**src/hdl/elg_pkg.sv**
```systemverilog
`default_nettype none

package elg_pkg;

  // Configuration register map
  localparam int CFG_IDX_W = 2;

  typedef enum logic [CFG_IDX_W-1:0] {
    REG_MODULUS    = 2'd0,
    REG_GENERATOR  = 2'd1,
    REG_PUBLIC_KEY = 2'd2
  } cfg_reg_t;

  // Register values after reset
  localparam int MODULUS_RESET    = 83;
  localparam int GENERATOR_RESET  = 4;
  localparam int PUBLIC_KEY_RESET = 1;

  // Sequencer states
  typedef enum logic [1:0] {
    ST_IDLE,
    ST_ISSUE,
    ST_WAIT,
    ST_DONE
  } ctrl_state_t;

  // Which power is being formed
  typedef enum logic [1:0] {
    PH_C1,
    PH_GM,
    PH_PKR
  } phase_t;

  // Modular multiplication to issue next
  typedef enum logic [1:0] {
    OP_BASE,
    OP_MUL,
    OP_SQR,
    OP_FINAL
  } op_t;

endpackage

`default_nettype wire

```
**src/hdl/elg_in_if.sv**
```systemverilog
`default_nettype none

interface elg_in_if #(
  parameter int EXP_BITS = 16
);
  logic                valid;
  logic                ready;
  logic [EXP_BITS-1:0] message_exp;
  logic [EXP_BITS-1:0] random_exp;

  modport source (output valid, output message_exp, output random_exp, input ready);
  modport sink   (input valid, input message_exp, input random_exp, output ready);
endinterface

`default_nettype wire

```
**src/hdl/elg_out_if.sv**
```systemverilog
`default_nettype none

interface elg_out_if #(
  parameter int MOD_BITS = 16
);
  logic                valid;
  logic                ready;
  logic [MOD_BITS-1:0] cipher_first;
  logic [MOD_BITS-1:0] cipher_second;

  modport source (output valid, output cipher_first, output cipher_second, input ready);
  modport sink   (input valid, input cipher_first, input cipher_second, output ready);
endinterface

`default_nettype wire

```
**src/hdl/elgamal_exponential_encrypt_top.sv**
```systemverilog
// Exponential ElGamal encryption: each input beat (message_exp m, random_exp r) gives one
// output beat with cipher_first = g^r mod p and cipher_second = g^m * pk^r mod p, where p, g
// and pk are the configuration registers modulus, generator and public_key (reset 83, 4, 1;
// write them only while no beat is in flight). All arithmetic runs on one shift-and-add
// modular multiplier. An item costs three base reductions, one product per set exponent
// bit, EXP_BITS-1 squarings per power and one closing product; a clear exponent bit skips
// its product. A modulus below two gives zeros for both outputs without using the
// multiplier. Input ready is low while an item is worked on; one finished result may wait
// in the output register while the next item is taken.
`default_nettype none

module elgamal_exponential_encrypt_top #(
  parameter int EXP_BITS = 16,
  parameter int MOD_BITS = 16
) (
  input  wire logic                             clk,
  input  wire logic                             rst_n,
  elg_in_if.sink                                in_if,
  elg_out_if.source                             out_if,
  input  wire logic                             cfg_we,
  input  wire logic [elg_pkg::CFG_IDX_W-1:0]    cfg_idx,
  input  wire logic [MOD_BITS-1:0]              cfg_wdata
);

  logic [MOD_BITS-1:0] modulus_r, modulus_nxt;
  logic [MOD_BITS-1:0] generator_r, generator_nxt;
  logic [MOD_BITS-1:0] public_key_r, public_key_nxt;

  logic                out_valid_r, out_valid_nxt;
  logic [MOD_BITS-1:0] out_c1_r, out_c1_nxt;
  logic [MOD_BITS-1:0] out_c2_r, out_c2_nxt;

  logic                out_free;
  logic                res_load;
  logic [MOD_BITS-1:0] res_c1;
  logic [MOD_BITS-1:0] res_c2;

  logic                mm_start;
  logic [MOD_BITS-1:0] mm_a;
  logic [MOD_BITS-1:0] mm_b;
  logic [MOD_BITS-1:0] mm_n;
  logic                mm_done;
  logic [MOD_BITS-1:0] mm_res;

  // Configuration registers
  always_comb begin
    modulus_nxt    = modulus_r;
    generator_nxt  = generator_r;
    public_key_nxt = public_key_r;
    if (cfg_we) begin
      unique case (cfg_idx)
        elg_pkg::REG_MODULUS:    modulus_nxt    = cfg_wdata;
        elg_pkg::REG_GENERATOR:  generator_nxt  = cfg_wdata;
        elg_pkg::REG_PUBLIC_KEY: public_key_nxt = cfg_wdata;
        default: ;
      endcase
    end
  end

  always_ff @(posedge clk) begin
    if (!rst_n) begin
      modulus_r    <= MOD_BITS'(elg_pkg::MODULUS_RESET);
      generator_r  <= MOD_BITS'(elg_pkg::GENERATOR_RESET);
      public_key_r <= MOD_BITS'(elg_pkg::PUBLIC_KEY_RESET);
    end else begin
      modulus_r    <= modulus_nxt;
      generator_r  <= generator_nxt;
      public_key_r <= public_key_nxt;
    end
  end

  // Sequencer
  elg_ctrl #(
    .EXP_BITS (EXP_BITS),
    .MOD_BITS (MOD_BITS)
  ) u_ctrl (
    .clk           (clk),
    .rst_n         (rst_n),
    .in_valid      (in_if.valid),
    .in_ready      (in_if.ready),
    .message_exp   (in_if.message_exp),
    .random_exp    (in_if.random_exp),
    .modulus       (modulus_r),
    .generator     (generator_r),
    .public_key    (public_key_r),
    .out_free      (out_free),
    .res_load      (res_load),
    .cipher_first  (res_c1),
    .cipher_second (res_c2),
    .mm_start      (mm_start),
    .mm_a          (mm_a),
    .mm_b          (mm_b),
    .mm_n          (mm_n),
    .mm_done       (mm_done),
    .mm_res        (mm_res)
  );

  // Shared modular multiplier
  elg_mulmod #(
    .MOD_BITS (MOD_BITS)
  ) u_mulmod (
    .clk   (clk),
    .rst_n (rst_n),
    .start (mm_start),
    .a     (mm_a),
    .b     (mm_b),
    .n     (mm_n),
    .done  (mm_done),
    .res   (mm_res)
  );

  // Output register
  assign out_free = !out_valid_r || out_if.ready;

  always_comb begin
    out_valid_nxt = out_valid_r;
    out_c1_nxt    = out_c1_r;
    out_c2_nxt    = out_c2_r;
    if (res_load) begin
      out_valid_nxt = 1'b1;
      out_c1_nxt    = res_c1;
      out_c2_nxt    = res_c2;
    end else if (out_if.ready) begin
      out_valid_nxt = 1'b0;
    end
  end

  always_ff @(posedge clk) begin
    if (!rst_n) begin
      out_valid_r <= 1'b0;
    end else begin
      out_valid_r <= out_valid_nxt;
    end
  end

  always_ff @(posedge clk) begin
    out_c1_r <= out_c1_nxt;
    out_c2_r <= out_c2_nxt;
  end

  assign out_if.valid         = out_valid_r;
  assign out_if.cipher_first  = out_c1_r;
  assign out_if.cipher_second = out_c2_r;

endmodule

`default_nettype wire

```
**src/hdl/elg_mulmod.sv**
```systemverilog
`default_nettype none

// Interleaved shift-and-add modular multiplier, one bit of b per cycle, MSB first.
// Needs a < n; b may be any value. Result valid in the cycle done is high.
module elg_mulmod #(
  parameter int MOD_BITS = 16
) (
  input  wire logic                clk,
  input  wire logic                rst_n,
  input  wire logic                start,
  input  wire logic [MOD_BITS-1:0] a,
  input  wire logic [MOD_BITS-1:0] b,
  input  wire logic [MOD_BITS-1:0] n,
  output logic                     done,
  output logic [MOD_BITS-1:0]      res
);

  localparam int CW = $clog2(MOD_BITS);
  localparam int TW = MOD_BITS + 2;

  logic                busy_r, busy_nxt;
  logic [CW-1:0]       cnt_r, cnt_nxt;
  logic [MOD_BITS-1:0] acc_r, acc_nxt;
  logic [MOD_BITS-1:0] a_r, a_nxt;
  logic [MOD_BITS-1:0] b_r, b_nxt;
  logic [MOD_BITS-1:0] n_r, n_nxt;

  logic [TW-1:0] sum;
  logic [TW-1:0] n1;
  logic [TW-1:0] n2;
  logic [TW-1:0] red;
  logic          last;

  // 2*acc + bit*a stays below 3n; take off n or 2n
  always_comb begin
    n1  = {2'b00, n_r};
    n2  = {1'b0, n_r, 1'b0};
    sum = {1'b0, acc_r, 1'b0} + (b_r[MOD_BITS-1] ? {2'b00, a_r} : '0);
    priority if (sum >= n2) begin
      red = sum - n2;
    end else if (sum >= n1) begin
      red = sum - n1;
    end else begin
      red = sum;
    end
  end

  assign last = (cnt_r == CW'(MOD_BITS - 1));
  assign done = busy_r && last;
  assign res  = red[MOD_BITS-1:0];

  // Step sequencing
  always_comb begin
    busy_nxt = busy_r;
    cnt_nxt  = cnt_r;
    acc_nxt  = acc_r;
    a_nxt    = a_r;
    b_nxt    = b_r;
    n_nxt    = n_r;
    if (start) begin
      busy_nxt = 1'b1;
      cnt_nxt  = '0;
      acc_nxt  = '0;
      a_nxt    = a;
      b_nxt    = b;
      n_nxt    = n;
    end else if (busy_r) begin
      acc_nxt = red[MOD_BITS-1:0];
      b_nxt   = {b_r[MOD_BITS-2:0], 1'b0};
      cnt_nxt = cnt_r + CW'(1);
      if (last) begin
        busy_nxt = 1'b0;
      end
    end
  end

  always_ff @(posedge clk) begin
    if (!rst_n) begin
      busy_r <= 1'b0;
      cnt_r  <= '0;
    end else begin
      busy_r <= busy_nxt;
      cnt_r  <= cnt_nxt;
    end
  end

  always_ff @(posedge clk) begin
    acc_r <= acc_nxt;
    a_r   <= a_nxt;
    b_r   <= b_nxt;
    n_r   <= n_nxt;
  end

endmodule

`default_nettype wire

```
**src/hdl/elg_ctrl.sv**
```systemverilog
`default_nettype none

// Sequencer: three LSB-first square-and-multiply powers and one closing
// product, all on the shared modular multiplier.
module elg_ctrl #(
  parameter int EXP_BITS = 16,
  parameter int MOD_BITS = 16
) (
  input  wire logic                clk,
  input  wire logic                rst_n,
  input  wire logic                in_valid,
  output logic                     in_ready,
  input  wire logic [EXP_BITS-1:0] message_exp,
  input  wire logic [EXP_BITS-1:0] random_exp,
  input  wire logic [MOD_BITS-1:0] modulus,
  input  wire logic [MOD_BITS-1:0] generator,
  input  wire logic [MOD_BITS-1:0] public_key,
  input  wire logic                out_free,
  output logic                     res_load,
  output logic [MOD_BITS-1:0]      cipher_first,
  output logic [MOD_BITS-1:0]      cipher_second,
  output logic                     mm_start,
  output logic [MOD_BITS-1:0]      mm_a,
  output logic [MOD_BITS-1:0]      mm_b,
  output logic [MOD_BITS-1:0]      mm_n,
  input  wire logic                mm_done,
  input  wire logic [MOD_BITS-1:0] mm_res
);

  localparam int BW = $clog2(EXP_BITS);

  elg_pkg::ctrl_state_t state_r, state_nxt;
  elg_pkg::phase_t      phase_r, phase_nxt;
  elg_pkg::op_t         op_r, op_nxt;
  logic [BW-1:0]        bit_r, bit_nxt;

  logic [EXP_BITS-1:0] m_r, m_nxt;
  logic [EXP_BITS-1:0] r_r, r_nxt;
  logic [MOD_BITS-1:0] acc_r, acc_nxt;
  logic [MOD_BITS-1:0] sq_r, sq_nxt;
  logic [MOD_BITS-1:0] gm_r, gm_nxt;
  logic [MOD_BITS-1:0] c1_r, c1_nxt;
  logic [MOD_BITS-1:0] c2_r, c2_nxt;

  logic                n_small;
  logic [EXP_BITS-1:0] exp_sel;
  logic [MOD_BITS-1:0] base_sel;
  logic                ebit;
  logic                last_bit;
  logic                skip;
  logic                step_done;
  logic [MOD_BITS-1:0] new_acc;

  // Operand selection for the current power
  assign n_small   = (modulus < MOD_BITS'(2));
  assign exp_sel   = (phase_r == elg_pkg::PH_GM) ? m_r : r_r;
  assign base_sel  = (phase_r == elg_pkg::PH_PKR) ? public_key : generator;
  assign ebit      = exp_sel[bit_r];
  assign last_bit  = (bit_r == BW'(EXP_BITS - 1));
  assign skip      = (state_r == elg_pkg::ST_ISSUE) && (op_r == elg_pkg::OP_MUL) && !ebit;
  assign step_done = ((state_r == elg_pkg::ST_WAIT) && mm_done) || skip;
  assign new_acc   = skip ? acc_r : mm_res;

  // Next state
  always_comb begin
    state_nxt = state_r;
    unique case (state_r)
      elg_pkg::ST_IDLE: begin
        if (in_valid) begin
          state_nxt = n_small ? elg_pkg::ST_DONE : elg_pkg::ST_ISSUE;
        end
      end
      elg_pkg::ST_ISSUE: begin
        if (!skip) begin
          state_nxt = elg_pkg::ST_WAIT;
        end
      end
      elg_pkg::ST_WAIT: begin
        if (mm_done) begin
          state_nxt = (op_r == elg_pkg::OP_FINAL) ? elg_pkg::ST_DONE : elg_pkg::ST_ISSUE;
        end
      end
      elg_pkg::ST_DONE: begin
        if (out_free) begin
          state_nxt = elg_pkg::ST_IDLE;
        end
      end
      default: state_nxt = elg_pkg::ST_IDLE;
    endcase
  end

  // Outputs
  always_comb begin
    in_ready = (state_r == elg_pkg::ST_IDLE);
    res_load = (state_r == elg_pkg::ST_DONE) && out_free;
    mm_start = (state_r == elg_pkg::ST_ISSUE) && !skip;
    mm_n     = modulus;
    unique case (op_r)
      elg_pkg::OP_BASE: begin
        mm_a = MOD_BITS'(1);
        mm_b = base_sel;
      end
      elg_pkg::OP_MUL: begin
        mm_a = acc_r;
        mm_b = sq_r;
      end
      elg_pkg::OP_SQR: begin
        mm_a = sq_r;
        mm_b = sq_r;
      end
      elg_pkg::OP_FINAL: begin
        mm_a = gm_r;
        mm_b = acc_r;
      end
      default: begin
        mm_a = '0;
        mm_b = '0;
      end
    endcase
  end

  assign cipher_first  = c1_r;
  assign cipher_second = c2_r;

  // Working registers
  always_comb begin
    phase_nxt = phase_r;
    op_nxt    = op_r;
    bit_nxt   = bit_r;
    m_nxt     = m_r;
    r_nxt     = r_r;
    acc_nxt   = acc_r;
    sq_nxt    = sq_r;
    gm_nxt    = gm_r;
    c1_nxt    = c1_r;
    c2_nxt    = c2_r;
    if ((state_r == elg_pkg::ST_IDLE) && in_valid) begin
      m_nxt     = message_exp;
      r_nxt     = random_exp;
      phase_nxt = elg_pkg::PH_C1;
      op_nxt    = elg_pkg::OP_BASE;
      bit_nxt   = '0;
      acc_nxt   = MOD_BITS'(1);
      if (n_small) begin
        c1_nxt = '0;
        c2_nxt = '0;
      end
    end else if (step_done) begin
      unique case (op_r)
        elg_pkg::OP_BASE: begin
          sq_nxt = mm_res;
          op_nxt = elg_pkg::OP_MUL;
        end
        elg_pkg::OP_MUL: begin
          acc_nxt = new_acc;
          if (last_bit) begin
            bit_nxt = '0;
            unique case (phase_r)
              elg_pkg::PH_C1: begin
                c1_nxt    = new_acc;
                acc_nxt   = MOD_BITS'(1);
                phase_nxt = elg_pkg::PH_GM;
                op_nxt    = elg_pkg::OP_BASE;
              end
              elg_pkg::PH_GM: begin
                gm_nxt    = new_acc;
                acc_nxt   = MOD_BITS'(1);
                phase_nxt = elg_pkg::PH_PKR;
                op_nxt    = elg_pkg::OP_BASE;
              end
              elg_pkg::PH_PKR: begin
                op_nxt = elg_pkg::OP_FINAL;
              end
              default: begin
                op_nxt = elg_pkg::OP_FINAL;
              end
            endcase
          end else begin
            op_nxt = elg_pkg::OP_SQR;
          end
        end
        elg_pkg::OP_SQR: begin
          sq_nxt  = mm_res;
          op_nxt  = elg_pkg::OP_MUL;
          bit_nxt = bit_r + BW'(1);
        end
        elg_pkg::OP_FINAL: begin
          c2_nxt = mm_res;
        end
        default: begin
          op_nxt = elg_pkg::OP_FINAL;
        end
      endcase
    end
  end

  always_ff @(posedge clk) begin
    if (!rst_n) begin
      state_r <= elg_pkg::ST_IDLE;
      phase_r <= elg_pkg::PH_C1;
      op_r    <= elg_pkg::OP_BASE;
      bit_r   <= '0;
    end else begin
      state_r <= state_nxt;
      phase_r <= phase_nxt;
      op_r    <= op_nxt;
      bit_r   <= bit_nxt;
    end
  end

  always_ff @(posedge clk) begin
    m_r   <= m_nxt;
    r_r   <= r_nxt;
    acc_r <= acc_nxt;
    sq_r  <= sq_nxt;
    gm_r  <= gm_nxt;
    c1_r  <= c1_nxt;
    c2_r  <= c2_nxt;
  end

endmodule

`default_nettype wire

```
**src/flat_wrapper.sv**
```systemverilog
// flat-port wrapper written by rule: the top's interface ports become plain ports
module elgamal_exponential_encrypt_top_flat 
#(
  parameter int EXP_BITS = 16,
  parameter int MOD_BITS = 16
)
  (clk, rst_n, cfg_we, cfg_idx, cfg_wdata, in_if_valid, in_if_message_exp, in_if_random_exp, in_if_ready, out_if_valid, out_if_cipher_first, out_if_cipher_second, out_if_ready);
  elg_in_if #(.EXP_BITS(EXP_BITS)) in_if_i ();
  elg_out_if #(.MOD_BITS(MOD_BITS)) out_if_i ();
  input  wire logic clk;
  input  wire logic rst_n;
  input  wire logic cfg_we;
  input  wire logic [elg_pkg::CFG_IDX_W-1:0] cfg_idx;
  input  wire logic [MOD_BITS-1:0] cfg_wdata;
  input wire logic [$bits(in_if_i.valid)-1:0] in_if_valid;
  input wire logic [$bits(in_if_i.message_exp)-1:0] in_if_message_exp;
  input wire logic [$bits(in_if_i.random_exp)-1:0] in_if_random_exp;
  output wire logic [$bits(in_if_i.ready)-1:0] in_if_ready;
  output wire logic [$bits(out_if_i.valid)-1:0] out_if_valid;
  output wire logic [$bits(out_if_i.cipher_first)-1:0] out_if_cipher_first;
  output wire logic [$bits(out_if_i.cipher_second)-1:0] out_if_cipher_second;
  input wire logic [$bits(out_if_i.ready)-1:0] out_if_ready;
  assign in_if_i.valid = in_if_valid;
  assign in_if_i.message_exp = in_if_message_exp;
  assign in_if_i.random_exp = in_if_random_exp;
  assign in_if_ready = in_if_i.ready;
  assign out_if_valid = out_if_i.valid;
  assign out_if_cipher_first = out_if_i.cipher_first;
  assign out_if_cipher_second = out_if_i.cipher_second;
  assign out_if_i.ready = out_if_ready;
  elgamal_exponential_encrypt_top #(.EXP_BITS(EXP_BITS), .MOD_BITS(MOD_BITS)) u_core (.clk(clk), .rst_n(rst_n), .in_if(in_if_i), .out_if(out_if_i), .cfg_we(cfg_we), .cfg_idx(cfg_idx), .cfg_wdata(cfg_wdata));
endmodule
```
**config.mk**
```make
export PLATFORM = sky130hd
export DESIGN_NAME = elgamal_exponential_encrypt_top_flat
export DESIGN_NICKNAME = d
export VERILOG_FILES = /design/src/hdl/elg_pkg.sv /design/src/hdl/elg_in_if.sv /design/src/hdl/elg_out_if.sv /design/src/hdl/elgamal_exponential_encrypt_top.sv /design/src/hdl/elg_mulmod.sv /design/src/hdl/elg_ctrl.sv /design/src/flat_wrapper.sv
export SDC_FILE = /design/constraint.sdc
export NUM_CORES = 1
export LEC_CHECK = 0
export BUFFER_PORTS_ARGS = -buffer_cell sky130_fd_sc_hd__buf_2
export CAP_MARGIN = 30
export CELL_PAD_IN_SITES_DETAIL_PLACEMENT = 1
export CELL_PAD_IN_SITES_GLOBAL_PLACEMENT = 1
export CORE_MARGIN = 8
export CORE_UTILIZATION = 49
export CTS_CLUSTER_DIAMETER = 80
export DETAILED_ROUTE_END_ITERATION = 6
export PLACE_DENSITY = 0.8
export SLEW_MARGIN = 15
export SYNTH_ARGS = -nofsm -noshare
export SYNTH_HDL_FRONTEND = slang
export SYNTH_HIERARCHICAL = 1
export SYNTH_SLANG_ARGS = --single-unit
```
**constraint.sdc**
```tcl
create_clock -name clk -period 6.51 [get_ports clk]
set_input_delay 0.651 -clock clk [delete_from_list [all_inputs] [get_ports clk]]
set_output_delay 0.651 -clock clk [all_outputs]
set_load 0.01 [all_outputs]
```
After elaboration in Yosys (flattened, before gate mapping)
Cells that the tools add are included.
Storage, ports and cells
  flip-flop bits (word level): 272
  output and inout bits: 34
Operators by class
  $add $sub $neg: 5
  bitwise gates (word level): 2
  equal/unequal tests: 18
  $lt $le $gt $ge: 4
  reduce and logical (&&, ||, !) cells: 43
  muxes and demuxes: 41
Operators with widths (count)
  $mux W16: 19
  $pmux W16 S4: 1
  $pmux W16 S3: 1
  $sub A16 B16 Y16: 2
  $reduce_bool A2 Y1: 10
  $add A17 B16 Y18: 1
  $ge A18 B16 Y1: 1
  $ge A18 B17 Y1: 1
  $lt A16 B2 Y1 const B: 1
  $mux W2: 8
  $eq A2 B2 Y1 const B: 6
  $ne A2 B2 Y1 const B: 6
  $reduce_and A2 Y1: 5
  $reduce_and A5 Y1: 2
  $reduce_or A2 Y1: 5
  $reduce_and A3 Y1: 3
  $add A4 B1 Y4 const B: 2
  $eq A2 B1 Y1 const B: 4
  $eq A4 B4 Y1 const B: 2
  $logic_not A2 Y1: 4
  $pmux W2 S2: 2
  $pmux W2 S4: 1
  $pmux W4 S2: 1
  $reduce_and A4 Y1: 2
  other kinds (8): 23

Logic depth before layout (Yosys ltp)
Gate-level depths: netlist of run 1.
  depth in word-level cells: 12
  mapped depth: 23

Hierarchy
The synthesis of run 1 kept the hierarchy.
Modules (own cells, without submodules)
  elg_ctrl: cells an instance 460, seq. area each 3403.3 µm², instances 1, area an instance 5783.0 µm²
  elg_mulmod: cells an instance 546, seq. area each 1861.8 µm², instances 1, area an instance 5147.4 µm²
  elgamal_exponential_encrypt_top: cells an instance 217, seq. area each 1941.9 µm², instances 1, area an instance 2851.5 µm²

Least setup slack after synthesis of run 1
No wires, ideal clock.
  path kind: reg2reg
  start point: reg u_core.u_mulmod.b_r[15]
  end point: reg u_core.u_ctrl.c1_r[5] (netlist: u_core/u_ctrl/cipher_first[5]) (data pin)
  period minus slack after synthesis: 5048 ps
  arrival time: 4793 ps
  slack: 1462 ps
  required time: 6255 ps
  library setup time: 255 ps
  stages on the path, launching flop included: 22
  path buffers: 3
  cell sequence: edfxtp_1 > clkbuf_1 > nand2_1 > inv_1 > ha_1 > a211oi_1 > o21bai_1 > a2111oi_0 > o41ai_1 > a21oi_1 > xnor2_1 > ha_1 > nand4_1 > or3_1 > o21ai_0 > a221oi_1 > nand3_1 > clkbuf_1 > clkbuf_1 > o21ai_0 > mux2_4 > and2_1
Between the ends
  word-level cells in the longest chain between the ends: 11
  elaborated cells between the ends (all ways): 14
  those cells by class: add/sub (3); order compare (2); mux (9)
RTL lines
  start, declared: RTL line elg_mulmod.sv:25  | logic [MOD_BITS-1:0] b_r, b_nxt;
  start signal, assigned: RTL line elg_mulmod.sv:90  | b_r <= b_nxt;
  $mux W16 (*): RTL line elg_mulmod.sv:38  | sum = {1'b0, acc_r, 1'b0} + (b_r[MOD_BITS-1] ? {2'b00, a_r} : '0);
  $add A17 B16 Y18 (*): RTL line elg_mulmod.sv:38
  $sub A16 B16 Y16 / $ge A18 B16 Y1 (equally long branches): RTL line elg_mulmod.sv:42, elg_mulmod.sv:41
  $mux W16: RTL line elg_mulmod.sv:41  | end else if (sum >= n1) begin
  $mux W16 (*): RTL line elg_mulmod.sv:39  | priority if (sum >= n2) begin
  net u_core.mm_res[5]: RTL line elgamal_exponential_encrypt_top.sv:43  | logic [MOD_BITS-1:0] mm_res;
  $mux W16 (*): RTL line elg_ctrl.sv:62  | assign new_acc = skip ? acc_r : mm_res;
  net u_core.u_ctrl.new_acc[5]: RTL line elg_ctrl.sv:52  | logic [MOD_BITS-1:0] new_acc;
  $mux W16 (*): RTL line elg_ctrl.sv:158  | unique case (phase_r)
  $mux W16 (*): RTL line elg_ctrl.sv:156  | if (last_bit) begin
  $mux W16 (*): RTL line elg_ctrl.sv:149  | unique case (op_r)
  $mux W16 (*): RTL line elg_ctrl.sv:148  | end else if (step_done) begin
  $mux W16 (*): RTL line elg_ctrl.sv:137  | if ((state_r == elg_pkg::ST_IDLE) && in_valid) begin
  end signal, assigned: RTL line elg_ctrl.sv:217  | c1_r <= c1_nxt;
  end, declared: RTL line elg_ctrl.sv:42  | logic [MOD_BITS-1:0] c1_r, c1_nxt;
The timed path passes the listed nets; every way through them passes the cells marked *. The select of a mux whose other input is x is not followed.
A chain may end at the register's enable or synchronous reset.

Final worst setup path of run 1
  start point: reg u_core.u_mulmod.b_r[15]
  end point: reg u_core.u_ctrl.c1_r[12] (netlist: u_core/u_ctrl/cipher_first[12]) (data pin)
Same word-level chain as after synthesis.

==> results.md, run 1 <==
* Hold_sp: in_if_random_exp[2]
* Sum Neg Setup Slack at 0 ns
* Worst-path cell chain: nand2_1 > inv_1 > ha_1 > a211oi_1 > o21bai_1 > a2111oi_0 > o41ai_1 > a21oi_1 > xnor2_1 > ha_1 > a21oi_1 > o21ai_0 > nor4b_1 > a21boi_0 > o31a_1 > nand2_1 > a211oi_1 > nor2_1 > mux2_4 > and2_1
* Clk_skew at 0.01668 ns
* Total leakage power at 6.029 nW
* Startpoint types: flop
* Worst reg2reg endpoint: u_core/u_ctrl/cipher_first[12]
* CTS sink cnt at 272
* Layout cells sized above 1 at 16.18%
* Net Count, Synth at 1335
* CTS max path bufs at 3
* Root Driver: clkbuf_16
* Die width at ~180 um
* Final Hold Vio Count at 0
* Max-slew violation count at 0
* DRC viols at 0
* Yosys cell types at 77
* Setup ws final at 0.4674 ns
* Floorplan row count at around 60
* Primary FF master, synth: edfxtp_1
* Post-CTS Setup Bufs at 0
* Relative slew slack at 36.37%
* Critical-path top delay cell: edfxtp_1
* Ys async rst share at 0%
* Post-synth top area cell: edfxtp_1
* Worst min path class: in2reg
* First-pass GRT wire length at between 60000 and 70000 um
* Period minus WS final at 6.043 ns
* Die ar. at ~34000 um2
* Slew at the pin with the worst max-slew slack at 0.9531 ns
* 1st-pass router iterations at 6
* Endpoint class of the critical path: flop
* Initial antenna violation count at 1
* Max H-tree Level at 1
* Vias at 10130
* Number of buffers added on ports at 88
* Number of global-route vias before repair at 10660
* Final RePlAce weighted congestion at roughly 0.90
* Sequential power share at 31.2%
* # setup viols final at 0
* Die H at 183.7 um
* Crit Path Class: reg2reg
* Top post-synthesis cells by area: edfxtp_1 38%, dfxtp_1 14%, ha_1 4.9%
* Clk network pwr share at 24.2%
* Initial Util at roughly 50%
* Cts hold-fix bufs at 0
* Iter 0 DRT Violations at 741
* Clk_lat worst skew at 0.55 ns
* Status: completed
* Post-DP HPWL at 28390 um
* Post-CTS sizing at 0
* Register area share after synthesis at 52.29%
* Design area at 15470 um2
* Crit Path Max Fanout at 16
* Reg2reg start: u_core/u_mulmod/b_r[15]
* Cells after DPL at 1632
* Synth cell count leaders: 176 x edfxtp_1, 138 x nand2_1, 96 x dfxtp_1
* DR vias/cell at 5.997
* Number of flops mapped to enable cells by yosys at 176
* Yosys top cell area share at between 30% and 40%
* CTS tree: built
* MaxCap Viol Count at 0
* Layout Nets at approximately 1400
* Largest net degree at the start of global routing at 74
* Fillers at between 2000 and 3000
* CTS Buf Count at 29
* I/O pin count at between 80 and 90
* Drt total wl at 39760 um
* Worst vdd ir at 0.2319 mV
* Net Sw Frac at a little under two fifths
* Setup WS pre-CTS at 0.6120 ns
* P_int at about 4.5 mW
* Sw power at 2.692 mW
* Total grt overflow at 0
* Worst path max stage delay at between 0.6 and 0.7 ns
* Area growth syn-to-layout at 12.26%
* Final Power at 7.170 mW
* RSZ-0062 raised after global routing: false
* Cells after synthesis at approximately 1200
* Crit share post-route at 92.82%
* Drt wl/cell at around 24 um
* CP required at 6.81 ns
* Power Density at around 460 nW/um2
* CP delay by family, top: compound AO/OA/AOI/OAI gates
* WP buf/inv at 1
* Hold Crit Depth at 1
* Routed Antenna Nets at 0
* Core area at 27710 um2
* Cell area after placement at 14440 um2
* Total track usage at 23.36%
* Finished Layout Cells at between 1500 and 2000
* Data arrival time of the critical path at 6.35 ns
* CTS clk-pin slew, worst paths at 0.06 ns
* Syn Area/Cell at 11.27 um2
* Combinational fraction of design power at 44.6%
* Worst R2R Path Depth at 20
* Synth Cell Area at 13780 um2
* FF+latch count, synth at approximately 270
* Reg2reg setup slack at 0.47 ns
* Hold EP: u_core/u_ctrl/r_r[2]
* Most frequent cell after synthesis: edfxtp_1
* Synth warn at 6
* Fmax at between 150 and 200 MHz
through the flow:
step | utilization [%] | hold slack, ns
after global routing | 55.84 | 0.2551
after CTS | 55.78 | 0.2535
after floorplan | - | 0.4003
after detailed placement | 52.13 | 0.4061
final | 55.85 | 0.2790
after global placement | 51.94 | 0.4017
power by group through the flow:
stage	Combinational, mW	Sequential [mW]	Clock (mW)
floorplan	2.29	2.24	0
global placement	3.02	2.27	0
detailed placement	3.14	2.27	0
CTS	3.18	2.24	1.77
global route	3.45	2.25	1.83
finish	3.20	2.24	1.74
cells by family (layout without fill, tap and decap cells):
group | count (synthesis) | after routing | synth area share (%)
simple gates | 361 | 361 | 12.96
other cells | 0 | 1 | 0
buf+inv | 124 | 211 | 4.476
flops | 272 | 272 | 52.29
compound gates | 275 | 275 | 14.73
xor+xnor | 35 | 35 | 2.224
fa+ha+maj | 57 | 57 | 5.338
mux | 99 | 99 | 7.989
layout make-up:
cell class              count  area (um2)  area share [%]
clock buffers              35       758.2           4.901
flip-flops and latches    272        7207           46.58
diodes                      1       2.502         0.01617
multi-input cells         827        5962           38.53
repair buffers            111       645.6           4.173
clock inverters            19       251.5           1.625
inverters                  46       172.7           1.116
well taps                 378       473.0           3.057
worst reg2reg max path, delay by kind of cell, from the launching register on:
family,cells,cell delay [ns]
AOI/OAI and AO/OA,10,2.80
buffers and inverters,1,0.10
DFF,1,0.65
adders and majority gates,2,0.52
xor gates and xnor gates,1,0.16
and+or+nand+nor,5,1.28
muxes,1,0.29
placed cells by master, fill, tap and decap left out, types with 14 or more instances in the layout:
| cell | netlist | final |
|---|---|---|
| nand3_1 | 21 | 21 |
| a31oi_1 | 25 | 25 |
| buf_2 | 6 | 89 |
| inv_1 | 46 | 46 |
| nand2_1 | 138 | 138 |
| a22o_1 | 15 | 15 |
| o21ai_0 | 48 | 46 |
| ha_1 | 54 | 54 |
| edfxtp_1 | 176 | 176 |
| and2_1 | 54 | 54 |
| dfxtp_1 | 96 | 96 |
| a211oi_1 | 17 | 17 |
| mux2_4 | 17 | 17 |
| a222oi_1 | 15 | 15 |
| clkbuf_16 | 0 | 29 |
| xnor2_1 | 25 | 25 |
| a21oi_1 | 41 | 41 |
| nor2_1 | 65 | 64 |
| mux2_2 | 17 | 17 |
| a221oi_1 | 19 | 19 |
| a21o_1 | 15 | 15 |
| o21a_1 | 14 | 14 |
| buf_4 | 20 | 18 |
| mux2i_1 | 62 | 62 |
metal layers:
layer | GRT usage [%] | vias up | share of wire, %
met5 | 0 | - | 0
met4 | 9.713 | 0 | 4.3
met3 | 3.755 | 92 | 5.6
met2 | 40.02 | 362 | 49
met1 | 29.01 | 5018 | 41
li1 | - | 4657 | -
how the worst max path moves through the flow:
stage | startpoint | end | slack [ns] | cells past startpoint
floorplan | u_core/u_mulmod/b_r[15] | u_core/u_ctrl/cipher_first[5] | 1.46 | 21
detailed placement | u_core/u_mulmod/b_r[15] | u_core/u_ctrl/cipher_first[12] | 0.61 | 20
finish | u_core/u_mulmod/b_r[15] | u_core/u_ctrl/cipher_first[12] | 0.47 | 20
global placement | u_core/u_mulmod/b_r[15] | u_core/u_ctrl/cipher_first[8] | 0.70 | 20
CTS | u_core/u_mulmod/b_r[15] | u_core/u_ctrl/cipher_first[8] | 0.52 | 20
global route | u_core/u_mulmod/b_r[15] | u_core/u_ctrl/cipher_first[12] | 0.13 | 20
No activity file was read; power rests on OpenSTA's default activity.
==> run 2: changes to the inputs <==
--- a/config.mk
+++ b/config.mk
@@ -9,7 +9,7 @@
 export CAP_MARGIN = 30
 export CELL_PAD_IN_SITES_DETAIL_PLACEMENT = 1
 export CELL_PAD_IN_SITES_GLOBAL_PLACEMENT = 1
-export CORE_MARGIN = 8
+export CORE_MARGIN = 3
 export CORE_UTILIZATION = 49
 export CTS_CLUSTER_DIAMETER = 80
 export DETAILED_ROUTE_END_ITERATION = 6
==> run 2 against run 1 <==
Against the previous run:
- worst hold slack worse by 0.016 ns
- sequential share of layout area is 0.20 points lower
- largest power group unchanged
- total power is 2.0% higher
- fmax is 2.4% higher
- sequential cell count stayed put
==> results.md, run 2 (synthesized netlist as in run 1, its figures left out) <==
* Die width at 173.7 um
* Number of buffers added on ports at between 80 and 90
* Largest net degree at the start of global routing at 57
* CP required at slightly below 7 ns
* Final Util at 56.86%
* Power Density at 470.5 nW/um2
* Relative slew slack at a little over a third
* MaxCap Viol Count at 0
* Design area at about 16000 um2
* Status: completed
* Max-slew violation count at 0
* Die H at 173.7 um
* Sum Neg Setup Slack at 0 ns
* Post-DP HPWL at ~29000 um
* First-pass GRT wire length at roughly 63000 um
* Final RePlAce weighted congestion at about 0.95
* Endpoint class of the critical path: flop
* Finished Layout Cells at 1684
* Routed Antenna Nets at 0
* # setup viols final at 0
* N_diodes at 0
* Initial Util at around 50%
* Crit Path Class: reg2reg
* Most common cell after layout, fill and taps aside: edfxtp_1
* Total grt overflow at 0
* RSZ-0062 raised after global routing: false
* Critical-path top delay cell: and3_1
* Slew at the pin with the worst max-slew slack at between 0.9 and 1 ns
* Drt total wl at 40360 um
* Clk_lat worst skew at 0.56 ns
* CTS tree: built
* DR vias/cell at 6.043
* CTS sink cnt at 272
* Initial antenna violation count at 0
* Total leakage power at approximately 6.1 nW
* Setup WS pre-CTS at 0.6210 ns
* Worst-path cell chain: and2_1 > ha_1 > inv_1 > fa_1 > nor2b_1 > o31a_1 > o31a_1 > o21bai_1 > a311oi_1 > xnor2_1 > inv_1 > ha_1 > and3_1 > nand4_1 > o21ai_0 > a221oi_1 > and3_1 > o211ai_1 > mux2_4 > and2_1
* Worst min path class: in2reg
* Crit share post-route at 90.62%
* Worst vdd ir at about 0.22 mV
* Cell area after placement at between 10000 and 15000 um2
* Period minus WS final at 5.899 ns
* Crit Path Max Fanout at 16
* 1st-pass router iterations at 6
* Fmax at 169.5 MHz
* Iter 0 DRT Violations at 861
* Final Power at 7.311 mW
* Layout Nets at 1400
* Root Driver: clkbuf_16
* Clk_skew at about 0.014 ns
* Data arrival time of the critical path at 6.21 ns
* Startpoint types: flop
* CTS Buf Count at 30
* I/O pin count at a little under 90
* Final Hold Vio Count at 0
* Hold_ws at 0.2626 ns
* Max H-tree Level at 1
* Number of global-route vias before repair at 10610
* Setup ws final at slightly above 0.6 ns
* Vias at 10180
* Area growth syn-to-layout at 12.75%
* Drt wl/cell at 23.96 um
* Worst path max stage delay at 0.71 ns
* CTS clk-pin slew, worst paths at approximately 0.060 ns
* Total track usage at 26.36%
* Most frequent cells in the layout: 176 x edfxtp_1, 137 x nand2_1, 96 x dfxtp_1
* Floorplan row count at 60
* Core area at 27330 um2
* CTS max path bufs at 3
* Cells after DPL at 1626
* Layout cells sized above 1 at 16.69%
* Die ar. at 30180 um2
* Cts hold-fix bufs at 0
* DRC viols at 0
-- run 2: changes by cell type in the layout (fill, tap and decap cells not counted), moves of 2 or more --
cell,before,now
clkinv_2,5,3
clkbuf_8,1,10
clkinv_1,3,0
buf_8,1,3
bufinv_16,5,3
clkinv_4,0,2
inv_8,0,2
inv_6,2,0
clkbuf_1,5,3
-- run 2: final timing paths --
check | from | end | slack (ns) | cells past startpoint
max | u_core/u_mulmod/b_r[15] | u_core/u_ctrl/cipher_first[8] | 0.61 | 20
min | in_if_message_exp[11] | u_core/u_ctrl/m_r[11] | 0.26 | 1
max reg2reg | u_core/u_mulmod/b_r[15] | u_core/u_ctrl/cipher_first[8] | 0.61 | 20
min reg2reg | u_core/u_ctrl/cipher_second[15] | u_core/out_if.cipher_second[15] | 0.42 | 0
-- run 2: per-layer routing --
layer  vias up  part of all wire [%]  GRT usage [%]
li1       4655                     -              -
met1      5043                    41          34.13
met2       393                    49          46.14
met3        85                   6.0          2.847
met4         0                   4.0          9.149
met5         -                     0              0
-- run 2: power by group --
| part | internal [mW] | switching [mW] |
|---|---|---|
| clock | 1.09 | 0.717 |
| sequential | 2.17 | 0.0675 |
| combinational | 1.27 | 1.99 |
| total | 4.53 | 2.78 |
-- run 2: critical path, delay by kind of cell (launching register included) --
kind	cells	cell delay (ns)
AOI/OAI and AO/OA	7	1.67
and+or+nand+nor	6	1.57
adders and majority gates	3	1.00
DFF	1	0.61
muxes	1	0.37
xor gates and xnor gates	1	0.24
buffers and inverters	2	0.18
-- run 2: what timing repair did --
item / CTS / global route
buffers inserted: 0 / 0
resized for setup: 0 / 1
setup endpoints to repair: 0 / 2
-- run 2: area by class of cell --
| cell class | count | area (um2) |
|---|---|---|
| clock buffers | 43 | 899.6 |
| clock inverters | 13 | 185.2 |
| fillers | 2904 | 11790 |
| inverters | 46 | 172.7 |
| multi-input cells | 827 | 5964 |
| flip-flops and latches | 272 | 7207 |
| well taps | 372 | 465.4 |
| repair buffers | 111 | 644.4 |
==> run 3: changes to the inputs <==
--- a/config.mk
+++ b/config.mk
@@ -5,15 +5,16 @@
 export SDC_FILE = /design/constraint.sdc
 export NUM_CORES = 1
 export LEC_CHECK = 0
+export ABC_AREA = 1
 export BUFFER_PORTS_ARGS = -buffer_cell sky130_fd_sc_hd__buf_2
 export CAP_MARGIN = 30
 export CELL_PAD_IN_SITES_DETAIL_PLACEMENT = 1
 export CELL_PAD_IN_SITES_GLOBAL_PLACEMENT = 1
 export CORE_MARGIN = 3
-export CORE_UTILIZATION = 49
+export CORE_UTILIZATION = 47
 export CTS_CLUSTER_DIAMETER = 80
 export DETAILED_ROUTE_END_ITERATION = 6
-export PLACE_DENSITY = 0.8
+export PLACE_DENSITY = 0.81
 export SLEW_MARGIN = 15
 export SYNTH_ARGS = -nofsm -noshare
 export SYNTH_HDL_FRONTEND = slang
==> run 3 against run 2 <==
Against the previous run:
- combinational power up 40%
- non-clock buffer count fell by 7
- routed wire length is 13% higher
- total power grew 22%
- utilization decreased by 3.5 points
- critical path type unchanged
- clock power decreased by 4%
- highest routed layer unchanged
- sequential share of layout area is 2.4 points lower
- clock skew is 0.0052 ns higher
- die area rose by 11%
- setup slack better by 0.78 ns
==> results.md, run 3 <==
* Status: completed
* Worst path max stage delay at approximately 0.66 ns
* Data arrival time of the critical path at 5.39 ns
* Cells after synthesis at 1803
* Worst-path cell chain: nand2_1 > inv_1 > ha_1 > inv_1 > fa_1 > nand3b_1 > nand2_2 > nand2_1 > nand2_2 > a21oi_1 > xnor2_1 > ha_1 > a21o_1 > nand2_1 > nand2_1 > nor2_1 > nand2_1 > nand2_1 > nand2_2 > a21oi_4 > nand3_1 > and2_1 > nand2_2 > a21oi_1
* Simple-Gate Fraction of Synth Area at between 20 and 30%
* Primary FF master, synth: edfxtp_1
* Total track usage at about 27%
* Critical-path top delay cell: edfxtp_1
* Max-slew violation count at 0
* DRC viols at 0
* Synthesized-area fraction occupied by adder cells at 4.991%
* Number of global-route vias before repair at 12930
* Post-synth top area cell: edfxtp_1
* Crit share post-route at 78.70%
* Mux share of post-synthesis cell area at 0%
* Area growth syn-to-layout at 11.25%
* Top post-synthesis cells by area: edfxtp_1 36%, nand2_1 14%, dfxtp_1 13%
* Post-CTS Setup Bufs at 0
* Largest net degree at the start of global routing at 65
* Period minus WS final at 5.123 ns
* Net Count, Synth at ~1900
* Clk_skew at between 0.015 and 0.02 ns
* CTS tree: built
* Root Driver: clkbuf_16
* Initial Util at 47.94%
* Complex-gate fraction of the synthesized area at 6.612%
* Max H-tree Level at 1
* Die ar. at approximately 34000 um2
* CTS clk-pin slew, worst paths at 0.06 ns
* RSZ-0062 raised after global routing: false
* Most common cell after layout, fill and taps aside: nand2_1
* Syn Area/Cell at 8.176 um2
* Routed Antenna Nets at 0
* Drt wl/cell at 19.94 um
* Vias at 12320
* Die H at about 180 um
* Yosys top cell area share at between 30% and 40%
* # setup viols final at 0
* Cell area after placement at 15350 um2
* CTS sink cnt at about 270
* CTS Buf Count at 30
* Power Density at 544.5 nW/um2
* Synth warn at 6
* Register area share after synthesis at 48.89%
* Sw power at 3.996 mW
* P_int at around 4.9 mW
* Total grt overflow at 0
* Clk network pwr share at 19.5%
* Post-DP HPWL at 33830 um
* Startpoint types: flop
* Number of flops mapped to enable cells by yosys at 176
* Combinational fraction of design power at 51.3%
* Yosys cell types at 51
* Endpoint class of the critical path: flop
* Slew at the pin with the worst max-slew slack at 0.9144 ns
* Iter 0 DRT Violations at 941
* Clk_lat worst skew at roughly 0.56 ns
* Setup ws final at 1.387 ns
* Post-CTS sizing at 0
* Final RePlAce weighted congestion at approximately 0.94
* Total leakage power at 7.800 nW
* Net Sw Frac at between 40% and 50%
* DR vias/cell at 5.407
* Most used cell, CP: nand2_1
* Most frequent cells in the layout: 560 x nand2_1, 233 x inv_1, 176 x edfxtp_1
* Largest family of logic cells by synthesized area: simple AND/OR/NAND/NOR gates
* Layout Nets at 1972
* Synth Cell Area at 14740 um2
* Floorplan row count at 64
* Cts hold-fix bufs at 0
* WP buf/inv at 2
* Crit Path Class: reg2reg
* Most frequent cell after synthesis: nand2_1
* CP delay by family, top: simple AND/OR/NAND/NOR gates
* Drt total wl at between 40000 and 50000 um
* Final Util at 53.34%
* Sum Neg Setup Slack at 0 ns
* MaxCap Viol Count at 0
* Core area at 30750 um2
* I/O pin count at between 80 and 90
* First-pass GRT wire length at roughly 71000 um
* Number of buffers added on ports at 88
* Initial antenna violation count at 0
* Synth cell count leaders: 560 x nand2_1, 234 x inv_1, 176 x edfxtp_1
* Final Power at 8.930 mW
* Relative slew slack at 39.04%
* Fmax at slightly below 200 MHz
* Worst min path class: in2reg
* Setup WS pre-CTS at 1.460 ns
* CP required at 6.78 ns
* Die width at 183.1 um
* Synth Area in XOR/XNOR at 1.842%
* 1st-pass router iterations at 5
* Ys async rst share at 0%
* Crit Path Max Fanout at 17
* FF+latch count, synth at approximately 270
* Worst vdd ir at 0.2557 mV
* Final Hold Vio Count at 0
* Design area at 16400 um2
* Layout cells sized above 1 at 12.00%
* CTS max path bufs at 3
* N_diodes at 0
* Sequential power share at between 20% and 30%
run 3: cell types whose count changed after synthesis, sizes merged, moves of 38 or more:
cell   before  now
nand2     138  592
and2       54   14
inv        46  244
nor2       65  146
mux2i      62    0
nand3      22  172
a21oi      41   79
run 3: path summary, 6_finish.rpt:
| kind | cells past startpoint | slack (ns) | from | to |
|---|---|---|---|---|
| min reg2reg | 0 | 0.42 | u_core/u_ctrl/cipher_first[5] | u_core/out_if.cipher_first[5] |
| min | 1 | 0.27 | in_if_message_exp[11] | u_core/u_ctrl/m_r[11] |
| max reg2reg | 24 | 1.39 | u_core/u_mulmod/b_r[15] | u_core/u_ctrl/cipher_first[11] |
| max | 24 | 1.39 | u_core/u_mulmod/b_r[15] | u_core/u_ctrl/cipher_first[11] |
run 3: final cells by class:
cell class                 count  area [um2]
clock buffer                  40       862.1
fill                        3769       14350
tap                          396       495.5
sequential                   272        7207
clock inverter                15       167.7
multi-input combinational   1205        6140
timing repair buffer         104       600.6
inverter                     247       928.4
run 3: cell families after synthesis:
logic type	after synthesis
AND/OR/NAND/NOR	958
buffers and inverters	326
XOR/XNOR	31
adder cells (fa/ha/maj)	57
AO/OA/AOI/OAI	159
flip-flops	272
run 3: through the flow:
step	hold WS (ns)	std cells
2_1_floorplan	0.4003	1803
3_3_place_gp	0.4026	2220
3_5_place_dp	0.4066	2223
4_1_cts	0.2403	2278
5_1_grt	0.2477	2279
6_report	0.2659	2279
run 3: metal layers:
layer / track usage [%] / vias to the layer above / wire length (um)
met5: 0 / - / 0
met4: 9.750 / 0 / 1703
met3: 3.887 / 104 / 2732
met2: 45.72 / 382 / 21320
met1: 35.26 / 5913 / 19680
li1: - / 5924 / -
run 3: power by group through the flow:
stage / combinational, mW / clock, mW / sequential [mW]
detailed placement: 4.49 / 0 / 2.64
global placement: 4.34 / 0 / 2.62
CTS: 4.53 / 1.77 / 2.61
floorplan: 3.17 / 0 / 2.59
finish: 4.58 / 1.74 / 2.60
global route: 5.05 / 1.85 / 2.63
